$ cat src/sv/pwtbl_pkg.sv
// Package for the per-worker token bucket limiter.
// Sizes, refill constants and register codes; no dependencies.
`default_nettype none
package pwtbl_pkg;

	localparam int WORKER_COUNT = 16;
	localparam int WIDX         = (WORKER_COUNT > 1) ? $clog2(WORKER_COUNT) : 1;

	localparam int IDX_W   = 6;
	localparam int TIME_W  = 48;
	localparam int LIM_W   = 16;
	localparam int DROP_W  = 32;

	// elapsed >= 1 s always saturates the bucket; below that 20 bits suffice
	localparam int ELAP_W  = 20;
	localparam int PROD_W  = ELAP_W + LIM_W;
	localparam logic [TIME_W-1:0] US_PER_SEC = TIME_W'(1000000);

	// floor(p / 1e6) = floor((p >> 6) / 15625), done as (x * M) >> 45, exact for x < 2^30
	localparam int DIV_SHIFT_LO = 6;
	localparam int RECIP_X_W    = PROD_W - DIV_SHIFT_LO;
	localparam int RECIP_W      = 32;
	localparam logic [RECIP_W-1:0] RECIP_M = 32'd2251799814;
	localparam int RECIP_SHIFT  = 45;
	localparam int RECIP_P_W    = RECIP_X_W + RECIP_W;

	localparam logic [LIM_W-1:0] RATE_LIMIT_RESET = 16'd20;

	localparam int PADDR_W = 3;
	localparam int PDATA_W = 32;
	localparam logic [0:0] REG_RATE_LIMIT = 1'b0;

	typedef logic [IDX_W-1:0]  worker_idx_t;
	typedef logic [TIME_W-1:0] time_us_t;
	typedef logic [LIM_W-1:0]  tokens_t;
	typedef logic [DROP_W-1:0] drops_t;

endpackage
`default_nettype wire

$ cat src/sv/pwtbl_ifs.sv
// Valid/ready channel interfaces for limiter requests and results.
// Depends on pwtbl_pkg.
`default_nettype none
interface pwtbl_req_if;
	import pwtbl_pkg::*;
	logic        valid;
	logic        ready;
	worker_idx_t worker_index;
	time_us_t    time_now_us;

	modport source (output valid, output worker_index, output time_now_us, input ready);
	modport sink   (input valid, input worker_index, input time_now_us, output ready);
endinterface

interface pwtbl_rsp_if;
	import pwtbl_pkg::*;
	logic    valid;
	logic    ready;
	logic    allowed;
	tokens_t tokens_left;
	drops_t  drops_total;

	modport source (output valid, output allowed, output tokens_left, output drops_total,
		input ready);
	modport sink   (input valid, input allowed, input tokens_left, input drops_total,
		output ready);
endinterface
`default_nettype wire

$ cat src/sv/per_worker_token_bucket_limiter.sv
// Per-worker token bucket limiter: allow/drop decision per request beat.
// The result is registered through stages 1 to 4 and the result register after the request beat is taken.
// Throughput: one beat per cycle; the whole pipeline stalls only on result backpressure.
// Refill time is read/written in stage 1, buckets and drop count in stage 4, so no forwarding.
// Reset: buckets, refill times and drop counter clear; rate_limit returns to 20.
// Depends on pwtbl_pkg and pwtbl_ifs.
`default_nettype none
module per_worker_token_bucket_limiter (
	input  wire                            clk,
	input  wire                            arst_n,
	input  wire                            psel,
	input  wire                            penable,
	input  wire                            pwrite,
	input  wire [pwtbl_pkg::PADDR_W-1:0]   paddr,
	input  wire [pwtbl_pkg::PDATA_W-1:0]   pwdata,
	output logic [pwtbl_pkg::PDATA_W-1:0]  prdata,
	output logic                           pready,
	pwtbl_req_if.sink                      req,
	pwtbl_rsp_if.source                    rsp
);
	import pwtbl_pkg::*;

	typedef struct packed {
		logic            v;
		logic [WIDX-1:0] wi;
		logic            inr;
		logic            first;
		logic            pos;
		logic            big;
	} ctl_t;

	// config
	tokens_t rate_limit_q;
	logic    cfg_sel;

	assign pready  = 1'b1;
	assign cfg_sel = (paddr[PADDR_W-1:2] == REG_RATE_LIMIT);

	always_ff @(posedge clk or negedge arst_n) begin
		if (!arst_n) begin
			rate_limit_q <= RATE_LIMIT_RESET;
		end else if (psel && penable && pwrite && cfg_sel) begin
			rate_limit_q <= pwdata[LIM_W-1:0];
		end
	end

	always_comb begin
		prdata = '0;
		if (cfg_sel) begin
			prdata = PDATA_W'(rate_limit_q);
		end
	end

	// pipeline advance
	logic adv;
	logic out_valid_q;

	assign adv       = !out_valid_q || rsp.ready;
	assign req.ready = adv;

	// stage 1: input register, refill time read-modify-write
	logic            v_s1;
	worker_idx_t     idx_s1;
	time_us_t        now_s1;
	time_us_t        last_time_q [WORKER_COUNT];

	always_ff @(posedge clk or negedge arst_n) begin
		if (!arst_n) begin
			v_s1 <= 1'b0;
		end else if (adv) begin
			v_s1 <= req.valid;
		end
	end

	always_ff @(posedge clk) begin
		if (adv && req.valid) begin
			idx_s1 <= req.worker_index;
			now_s1 <= req.time_now_us;
		end
	end

	logic [WIDX-1:0] wi1;
	logic            inr1;
	time_us_t        last1;
	time_us_t        elapsed1;
	logic            pos1;

	assign inr1     = ({1'b0, idx_s1} < (IDX_W+1)'(WORKER_COUNT));
	assign wi1      = idx_s1[WIDX-1:0];
	assign last1    = last_time_q[wi1];
	assign elapsed1 = now_s1 - last1;
	assign pos1     = (now_s1 > last1);

	always_ff @(posedge clk or negedge arst_n) begin
		if (!arst_n) begin
			for (int i = 0; i < WORKER_COUNT; i++) begin
				last_time_q[i] <= '0;
			end
		end else if (adv && v_s1 && inr1 && (rate_limit_q != '0) && pos1) begin
			last_time_q[wi1] <= now_s1;
		end
	end

	// stage 2: elapsed time, flags
	ctl_t              c_s2;
	logic [ELAP_W-1:0] elap_s2;

	always_ff @(posedge clk or negedge arst_n) begin
		if (!arst_n) begin
			c_s2    <= '0;
			elap_s2 <= '0;
		end else if (adv) begin
			c_s2.v     <= v_s1;
			c_s2.wi    <= wi1;
			c_s2.inr   <= inr1;
			c_s2.first <= (last1 == '0);
			c_s2.pos   <= pos1;
			c_s2.big   <= (elapsed1 >= US_PER_SEC);
			elap_s2    <= elapsed1[ELAP_W-1:0];
		end
	end

	// stage 3: elapsed * limit
	ctl_t              c_s3;
	logic [PROD_W-1:0] prod_s3;

	always_ff @(posedge clk or negedge arst_n) begin
		if (!arst_n) begin
			c_s3    <= '0;
			prod_s3 <= '0;
		end else if (adv) begin
			c_s3    <= c_s2;
			prod_s3 <= PROD_W'(elap_s2) * PROD_W'(rate_limit_q);
		end
	end

	// stage 4: divide by 1e6 via reciprocal
	ctl_t                 c_s4;
	tokens_t              add_s4;
	logic [RECIP_P_W-1:0] recip_p;

	assign recip_p = RECIP_P_W'(prod_s3[PROD_W-1:DIV_SHIFT_LO]) * RECIP_P_W'(RECIP_M);

	always_ff @(posedge clk or negedge arst_n) begin
		if (!arst_n) begin
			c_s4   <= '0;
			add_s4 <= '0;
		end else if (adv) begin
			c_s4   <= c_s3;
			add_s4 <= recip_p[RECIP_SHIFT+LIM_W-1:RECIP_SHIFT];
		end
	end

	// stage 4 decision: bucket read-modify-write, drop counter
	tokens_t        bucket_q [WORKER_COUNT];
	drops_t         drop_q;
	tokens_t        stored4;
	tokens_t        base4;
	logic [LIM_W:0] sum4;
	tokens_t        tok4;
	tokens_t        tl4;
	logic           allow4;
	logic           upd4;

	assign stored4 = bucket_q[c_s4.wi];

	always_comb begin
		allow4 = 1'b1;
		tl4    = '0;
		upd4   = 1'b0;
		base4  = c_s4.first ? rate_limit_q : stored4;
		sum4   = {1'b0, base4} + {1'b0, add_s4};
		tok4   = base4;
		if (!c_s4.inr) begin
			tl4 = '0;
		end else if (rate_limit_q == '0) begin
			tl4 = stored4;
		end else begin
			upd4 = 1'b1;
			if (!c_s4.first && c_s4.pos) begin
				if (c_s4.big || (sum4 > {1'b0, rate_limit_q})) begin
					tok4 = rate_limit_q;
				end else begin
					tok4 = sum4[LIM_W-1:0];
				end
			end
			if (tok4 != '0) begin
				tok4 = tok4 - 1'b1;
			end else begin
				allow4 = 1'b0;
			end
			tl4 = tok4;
		end
	end

	always_ff @(posedge clk or negedge arst_n) begin
		if (!arst_n) begin
			for (int i = 0; i < WORKER_COUNT; i++) begin
				bucket_q[i] <= '0;
			end
			drop_q      <= '0;
			out_valid_q <= 1'b0;
		end else if (adv) begin
			out_valid_q <= c_s4.v;
			if (c_s4.v && upd4) begin
				bucket_q[c_s4.wi] <= tok4;
			end
			if (c_s4.v && !allow4) begin
				drop_q <= drop_q + 1'b1;
			end
		end
	end

	// result register
	logic    allowed_q;
	tokens_t tokens_left_q;
	drops_t  drops_total_q;

	always_ff @(posedge clk) begin
		if (adv && c_s4.v) begin
			allowed_q     <= allow4;
			tokens_left_q <= tl4;
			drops_total_q <= allow4 ? drop_q : drop_q + 1'b1;
		end
	end

	assign rsp.valid       = out_valid_q;
	assign rsp.allowed     = allowed_q;
	assign rsp.tokens_left = tokens_left_q;
	assign rsp.drops_total = drops_total_q;

endmodule
`default_nettype wire

$ cat src/flat_wrapper.sv
// flat-port wrapper written by rule: the top's interface ports become plain ports
module per_worker_token_bucket_limiter_flat import pwtbl_pkg::*;
  (clk, arst_n, psel, penable, pwrite, paddr, pwdata, prdata, pready, req_valid, req_worker_index, req_time_now_us, req_ready, rsp_valid, rsp_allowed, rsp_tokens_left, rsp_drops_total, rsp_ready);
  pwtbl_req_if req_i ();
  pwtbl_rsp_if rsp_i ();
  input  wire clk;
  input  wire arst_n;
  input  wire psel;
  input  wire penable;
  input  wire pwrite;
  input  wire [pwtbl_pkg::PADDR_W-1:0] paddr;
  input  wire [pwtbl_pkg::PDATA_W-1:0] pwdata;
  output logic [pwtbl_pkg::PDATA_W-1:0] prdata;
  output logic pready;
  input wire logic [$bits(req_i.valid)-1:0] req_valid;
  input wire logic [$bits(req_i.worker_index)-1:0] req_worker_index;
  input wire logic [$bits(req_i.time_now_us)-1:0] req_time_now_us;
  output wire logic [$bits(req_i.ready)-1:0] req_ready;
  output wire logic [$bits(rsp_i.valid)-1:0] rsp_valid;
  output wire logic [$bits(rsp_i.allowed)-1:0] rsp_allowed;
  output wire logic [$bits(rsp_i.tokens_left)-1:0] rsp_tokens_left;
  output wire logic [$bits(rsp_i.drops_total)-1:0] rsp_drops_total;
  input wire logic [$bits(rsp_i.ready)-1:0] rsp_ready;
  assign req_i.valid = req_valid;
  assign req_i.worker_index = req_worker_index;
  assign req_i.time_now_us = req_time_now_us;
  assign req_ready = req_i.ready;
  assign rsp_valid = rsp_i.valid;
  assign rsp_allowed = rsp_i.allowed;
  assign rsp_tokens_left = rsp_i.tokens_left;
  assign rsp_drops_total = rsp_i.drops_total;
  assign rsp_i.ready = rsp_ready;
  per_worker_token_bucket_limiter u_core (.clk(clk), .arst_n(arst_n), .psel(psel), .penable(penable), .pwrite(pwrite), .paddr(paddr), .pwdata(pwdata), .prdata(prdata), .pready(pready), .req(req_i), .rsp(rsp_i));
endmodule
$ cat config.mk
export PLATFORM = sky130hd
export DESIGN_NAME = per_worker_token_bucket_limiter_flat
export DESIGN_NICKNAME = d
export VERILOG_FILES = /design/src/sv/pwtbl_pkg.sv /design/src/sv/pwtbl_ifs.sv /design/src/sv/per_worker_token_bucket_limiter.sv /design/src/flat_wrapper.sv
export SDC_FILE = /design/constraint.sdc
export NUM_CORES = 2
export LEC_CHECK = 0
export ABC_AREA = 1
export BUFFER_PORTS_ARGS = -buffer_cell sky130_fd_sc_hd__buf_2
export CORE_MARGIN = 4
export CORE_UTILIZATION = 66
export CTS_BUF_LIST = sky130_fd_sc_hd__clkbuf_8
export DETAILED_ROUTE_END_ITERATION = 7
export PLACE_DENSITY = 0.79
export SLEW_MARGIN = 15
export SYNTH_ARGS = -nofsm -noshare
export SYNTH_HDL_FRONTEND = slang
export SYNTH_SLANG_ARGS = --single-unit
$ cat constraint.sdc
create_clock -name clk -period 8.88 [get_ports clk]
set_input_delay 0 -clock clk [delete_from_list [all_inputs] [get_ports clk]]
set_output_delay 0 -clock clk [all_outputs]
set_load 0.02 [all_outputs]
**Word level (Yosys, flattened, before mapping)**

Index checks and enable logic that the tools add are counted.

- Reduce and logical (&&, ||, !) cells: 25
- Bitwise operators: 3
- Add/subtract/negate cells: 4
- Multiplexer cells: 28
- $lt $le $gt $ge: 8
- Multipliers: 2

Operators with widths:

| kind | number |
|---|---|
| $bwmux 768 | 1 |
| $bwmux 256 | 1 |
| $mux 16 | 13 |
| $bmux 48 s4 | 1 |
| $demux 48 s4 | 1 |
| $mux 48 | 3 |
| $bmux 16 s4 | 1 |
| $demux 16 s4 | 1 |
| $mul 30x31->60 const B | 1 |
| $ge 48x20->1 const B | 1 |
| $gt 48x48->1 | 1 |
| $logic_not 48->1 | 1 |
| $sub 48x48->48 | 1 |
| $mul 20x16->36 | 1 |
| $add 32x1->32 const B | 1 |
| $mux 32 | 1 |
| $reduce_bool 16->1 | 2 |
| $add 16x16->17 | 1 |
| $gt 17x16->1 | 1 |
| $logic_not 16->1 | 1 |
| $sub 16x1->16 const B | 1 |
| $logic_and 1x1->1 | 14 |
| $ge 5x5->1 const B | 2 |
| $lt 5x1->1 const B | 2 |
| other kinds (7) | 16 |

- Logic and storage cells: 132
- Flip-flop bits (word level): 1276
- Bits of input ports: 96
- Output and inout port bits: 84

**Logic depth before layout (Yosys ltp)**

- Depth in word-level cells: 19
- Mapped depth: 51
- Depth with buffers taken out: 47

**Worst setup path after synthesis**

OpenSTA, ideal clock, no wires.

- Kind: reg2reg
- Start point: register u_core.prod_s3[10]
- End point: register u_core.add_s4[1]
- Slack: 2.403 ns
- Path buffers: 0
- Data required time: 8.762 ns
- Library setup time: 0.118 ns
- Data arrival time: 6.359 ns
- Clock period less this slack: 6.477 ns
- Stages on the path, launching flop included: 23
- Cell sequence: dfrtp_1 > inv_1 > fa_1 > inv_1 > fa_1 > fa_1 > fa_1 > inv_1 > fa_1 > inv_1 > fa_1 > fa_1 > fa_1 > ha_1 > a21oi_1 > o21ai_0 > a21oi_1 > o221ai_1 > a311oi_1 > o21ai_0 > or2_2 > nand3_1 > nand2_1

- Word-level cells in the longest chain between the ends: 1

RTL lines:

| what | RTL line | RTL |
|---|---|---|
| start, declared | per_worker_token_bucket_limiter.sv:125 | `logic [PROD_W-1:0] prod_s3;` |
| start signal, assigned | per_worker_token_bucket_limiter.sv:133 | `prod_s3 <= PROD_W'(elap_s2) * PROD_W'(rate_limit_q);` |
| $mul 30x31->60 | per_worker_token_bucket_limiter.sv:142 | `assign recip_p = RECIP_P_W'(prod_s3[PROD_W-1:DIV_SHIFT_LO]) * RECIP_P_W'(RECIP_M);` |
| end signal, assigned | per_worker_token_bucket_limiter.sv:150 | `add_s4 <= recip_p[RECIP_SHIFT+LIM_W-1:RECIP_SHIFT];` |
| end, declared | per_worker_token_bucket_limiter.sv:139 | `tokens_t add_s4;` |

No other way between the ends.
A chain may end at the register's enable or synchronous reset.

**Worst setup path after layout**

- Start point: register u_core.c_s4[5] (netlist name)
- End point: register u_core.drops_total_q[6], in the netlist u_core.rsp.drops_total[6] (data pin)

- Word-level cells in the longest chain between the ends: 17

RTL lines:

| what | RTL line | RTL |
|---|---|---|
| start, declared | per_worker_token_bucket_limiter.sv:138 | `ctl_t c_s4;` |
| start signal, assigned | per_worker_token_bucket_limiter.sv:149 | `c_s4 <= c_s3;` |
| $not 4->5 (implied by the code) (*) | per_worker_token_bucket_limiter.sv:165 | `assign stored4 = bucket_q[c_s4.wi];` |
| $bmux 16 s4 (*) | per_worker_token_bucket_limiter.sv:165 |  |
| $mux 16 (implied by the code) (*) (2 in series) | per_worker_token_bucket_limiter.sv:165 |  |
| $mux 16 (*) | per_worker_token_bucket_limiter.sv:171 | `base4 = c_s4.first ? rate_limit_q : stored4;` |
| $add 16x16->17 | per_worker_token_bucket_limiter.sv:172 | `sum4 = {1'b0, base4} + {1'b0, add_s4};` |
| $gt 17x16->1 | per_worker_token_bucket_limiter.sv:181 | `if (c_s4.big \|\| (sum4 > {1'b0, rate_limit_q})) begin` |
| $logic_or 1x1->1 | per_worker_token_bucket_limiter.sv:181 |  |
| $mux 16 | per_worker_token_bucket_limiter.sv:181 |  |
| $mux 16 (*) | per_worker_token_bucket_limiter.sv:180 | `if (!c_s4.first && c_s4.pos) begin` |
| $mux 16 (*) | per_worker_token_bucket_limiter.sv:176 | `end else if (rate_limit_q == '0) begin` |
| $mux 16 (*) | per_worker_token_bucket_limiter.sv:174 | `if (!c_s4.inr) begin` |
| $reduce_bool 16->1 (*) | per_worker_token_bucket_limiter.sv:187 | `if (tok4 != '0) begin` |
| $mux 1 (*) | per_worker_token_bucket_limiter.sv:187 |  |
| $mux 1 (*) | per_worker_token_bucket_limiter.sv:176 |  |
| $mux 1 (*) | per_worker_token_bucket_limiter.sv:174 |  |
| via u_core.allow4 | per_worker_token_bucket_limiter.sv:162 | `logic allow4;` |
| $mux 32 (*) | per_worker_token_bucket_limiter.sv:223 | `drops_total_q <= allow4 ? drop_q : drop_q + 1'b1;` |
| end signal, assigned | per_worker_token_bucket_limiter.sv:223 |  |
| end, declared | per_worker_token_bucket_limiter.sv:217 | `drops_t drops_total_q;` |

Mark *: on every way through the listed nets, which the timed path passes. The rest lies on a longest branch. The select of a mux whose other input is x is not followed.

==> impl_results.md <==
- Status: complete, no violations
- Proportion of synthesized area in mux cells: 0%
- Htree depth: 4
- Worst rel slew slack: 15.4%
- Post-Synthesis Cells: 9802
- Total Nets Final: 11100
- Filler Cell Count: 9634
- Setup Viol. Count Final: 0
- Most frequent cells in the layout: nand2_1 (2553), inv_1 (1266), dfrtp_1 (1165), o21ai_0 (1007), nand3_1 (719)
- DRT iter0 DRCs: 8293
- Post-Syn Area: 84000 sq um
- Placed cell count: 11200
- CTS max path bufs: 3
- FF-to-FF setup slack: 1.01 ns
- Setup_tns: 0 ns
- Total CTS buffers: 205
- Die Span Y: 365 um
- Ports: 180
- Worst setup EP type: register
- Mean post-synth cell area: 8.57 sq um
- P&R area growth vs syn: 9.46%
- Row Count: 130
- Min Tclk post-route: 7.87 ns
- Crit path max fanout: 61
- Chip Width: 365 um
- Final ANT Viol Nets: 0
- Worst hold slack: 0.0865 ns
- First-pass DRT Iterations: 6
- Unrepaired setup endpoints after global routing: false
- DRC Markers: 0
- Post-synthesis async set-or-reset flop share: 91.9%
- Max_cap viols: 0
- Via density: 6.11
- GRT Util Overall: 39.2%
- Area post-placement: 85800 sq um
- Final Max Slew Viols: 0
- Worst path bufs/invs: 3
- CP peak stage delay: 0.68 ns
- Starting Density: 66.6%
- Fmax: 0.127 GHz
- WHS Path Cells: 4
- CTS tree: done
- Storage cell area: 32300 sq um
- Final hold violation count: 0
- Vias in the first global route: 71400
- Largest family of logic cells by synthesized area: adder cells
- Yosys reg bits: 1270
- Max stage delay cell, worst path: inv_2
- Max Clock Skew: 0.0807 ns
- Reg2Reg Depth: 36
- Final wirelength: 258000 um
- Reg2Reg Capture Point: u_core.rsp.drops_total[6]
- Initial antenna violation count: 7
- Crit share post-route: 88.6%
- Fraction of layout cells with a size suffix above 1: 6.77%
- Synth Area in Compound Gates: 12.4%
- Worst path required time: 9.49 ns
- DP HPWL: 175000 um
- CP startpoint kind: register
- Die Area: 133000 sq um
- Hold Startpoint: penable
- Post-Synth Adder-Cell Area: 21.0%
- First-pass GRT wire length: 404000 um
- Yosys warning total: 0
- Synth Area in XOR/XNOR: 1.16%
- Clk root buf: clkbuf_8
- Main flop type after synthesis: dfrtp_1
- Critical path depth: 36
- Post-Synth Simple-Gate Area: 18.6%
- HP Class: primary input to register
- Gp weighted congestion: 0.983
- Crit path max-delay family: simple AND/OR/NAND/NOR gates
- Reg2reg start: u_core.c_s4[5]
- CTS clk-pin slew, worst paths: 0.06 ns
- Multi-input gate area: 45000 sq um
- Routed vias: 71700
- Post-route design area: 91900 sq um
- Slew @ Worst Pin: 1.27 ns
- Register area share after synthesis: 38.5%
- Crit-path most repeated cell: nand2_1
- Setup CP Type: register to register
- Skew-Pair Late Insertion Delay: 0.96 ns
- Core ar.: 126000 sq um
- Sink Count: 1270
- WP data arrival: 8.48 ns
- Synth cell types: 62
- Avg WL per Cell: 22.0 um
- Largest net degree at the start of global routing: 210
- EDFF count, synth: 103
- Hold Path End: u_core.rate_limit_q[15]
- Commonest non-fill, non-tap cell in the layout: nand2_1
- Post-CTS setup buffer count: 0
- Port bufs: 144
- Grt total ovfl: 0
- Layout Cells excl Fill: 11700
-- synthesized netlist by cell type, types with 52 or more instances --
cell type	count	area (sq um)
xor2_1	76	666
nor2_1	289	1080
inv_1	1171	4400
a22oi_1	313	2350
o21ai_0	1007	5040
edfxtp_1	103	3090
nand2_1	2569	9640
buf_2	120	601
a21oi_1	220	1100
nand4_1	52	325
dfrtp_1	1165	29200
o21ai_1	52	260
fa_1	561	11200
ha_1	512	6410
nand3_1	719	3600
clkbuf_1	383	1440
-- registers in the layout (all words and copies together), names as in the netlist --
signal	cells
u_core.last_time_q	768
u_core.bucket_q	256
u_core.now_s1	48
u_core.drop_q	32
u_core.rsp.drops_total	32
u_core.prod_s3	30
u_core.elap_s2	20
u_core.add_s4	16
u_core.rate_limit_q	16
u_core.rsp.tokens_left	16
u_core.c_s2	9
u_core.c_s3	9
u_core.c_s4	9
u_core.idx_s1	6
u_core.rsp.allowed	1
u_core.rsp.valid	1
u_core.v_s1	1
-- layer usage --
metal	part of all wire, %	global-route usage (%)	vias up
met5	0	0	-
met4	5.8	20.7	0
met3	9.2	7.07	749
met2	46	62.5	3809
met1	39	51.8	35000
li1	-	-	32100
-- through the flow --
step,setup slack [ns],util (%)
floorplan,2.40,-
global route,0.513,72.9
global placement,1.36,68.1
detailed placement,1.31,68.1
CTS,1.26,72.9
finish,1.01,72.9
-- worst register-to-register path, delay by kind of cell, from the launching register on --
kind / cells / cell delay [ns]
AO/OA/AOI/OAI: 8 / 1.65
XOR/XNOR: 1 / 0.32
adder cells (fa/ha/maj): 3 / 0.98
buffers and inverters: 3 / 1.25
flip-flops: 1 / 0.49
AND/OR/NAND/NOR: 21 / 2.85
-- layout make-up --
cell class | count | area share (%)
clock buffer | 240 | 3.59
antenna | 10 | 0.0272
inverter | 1187 | 4.85
tap | 1650 | 2.25
sequential | 1270 | 35.1
clock inverter | 137 | 1.04
multi-input combinational | 6788 | 48.9
timing repair buffer | 454 | 4.20
-- repair_timing --
| action | CTS | global route |
|---|---|---|
| endpoints found under the hold margin | 649 | 0 |
| gates resized for setup | 0 | 0 |
| hold buffers | 174 | 0 |
-- cells by family (layout without fill, tap and decap cells) --
kind of cell    after synthesis  after routing
compound gates             1807           1807
xor+xnor                    111            111
fa+ha+maj                  1073           1073
buf+inv                    1759           2018
flops                      1270           1270
other cells                   2             27
simple gates               3780           3780
-- how the worst max path moves through the flow --
stage	from	end	slack, ns
after CTS	u_core.c_s4[5]	u_core.rsp.drops_total[24]	1.26
after detailed placement	u_core.c_s4[5]	u_core.rsp.drops_total[24]	1.31
after global routing	u_core.c_s4[5]	u_core.rsp.drops_total[7]	0.51
after floorplan	u_core.prod_s3[10]	u_core.add_s4[1]	2.40
after global placement	u_core.c_s4[5]	u_core.rsp.drops_total[5]	1.36
final	u_core.c_s4[5]	u_core.rsp.drops_total[6]	1.01
Power is left out: the tool's default activity adds up to more than one toggle a clock period on the data nets, which glitch-free logic cannot reach.
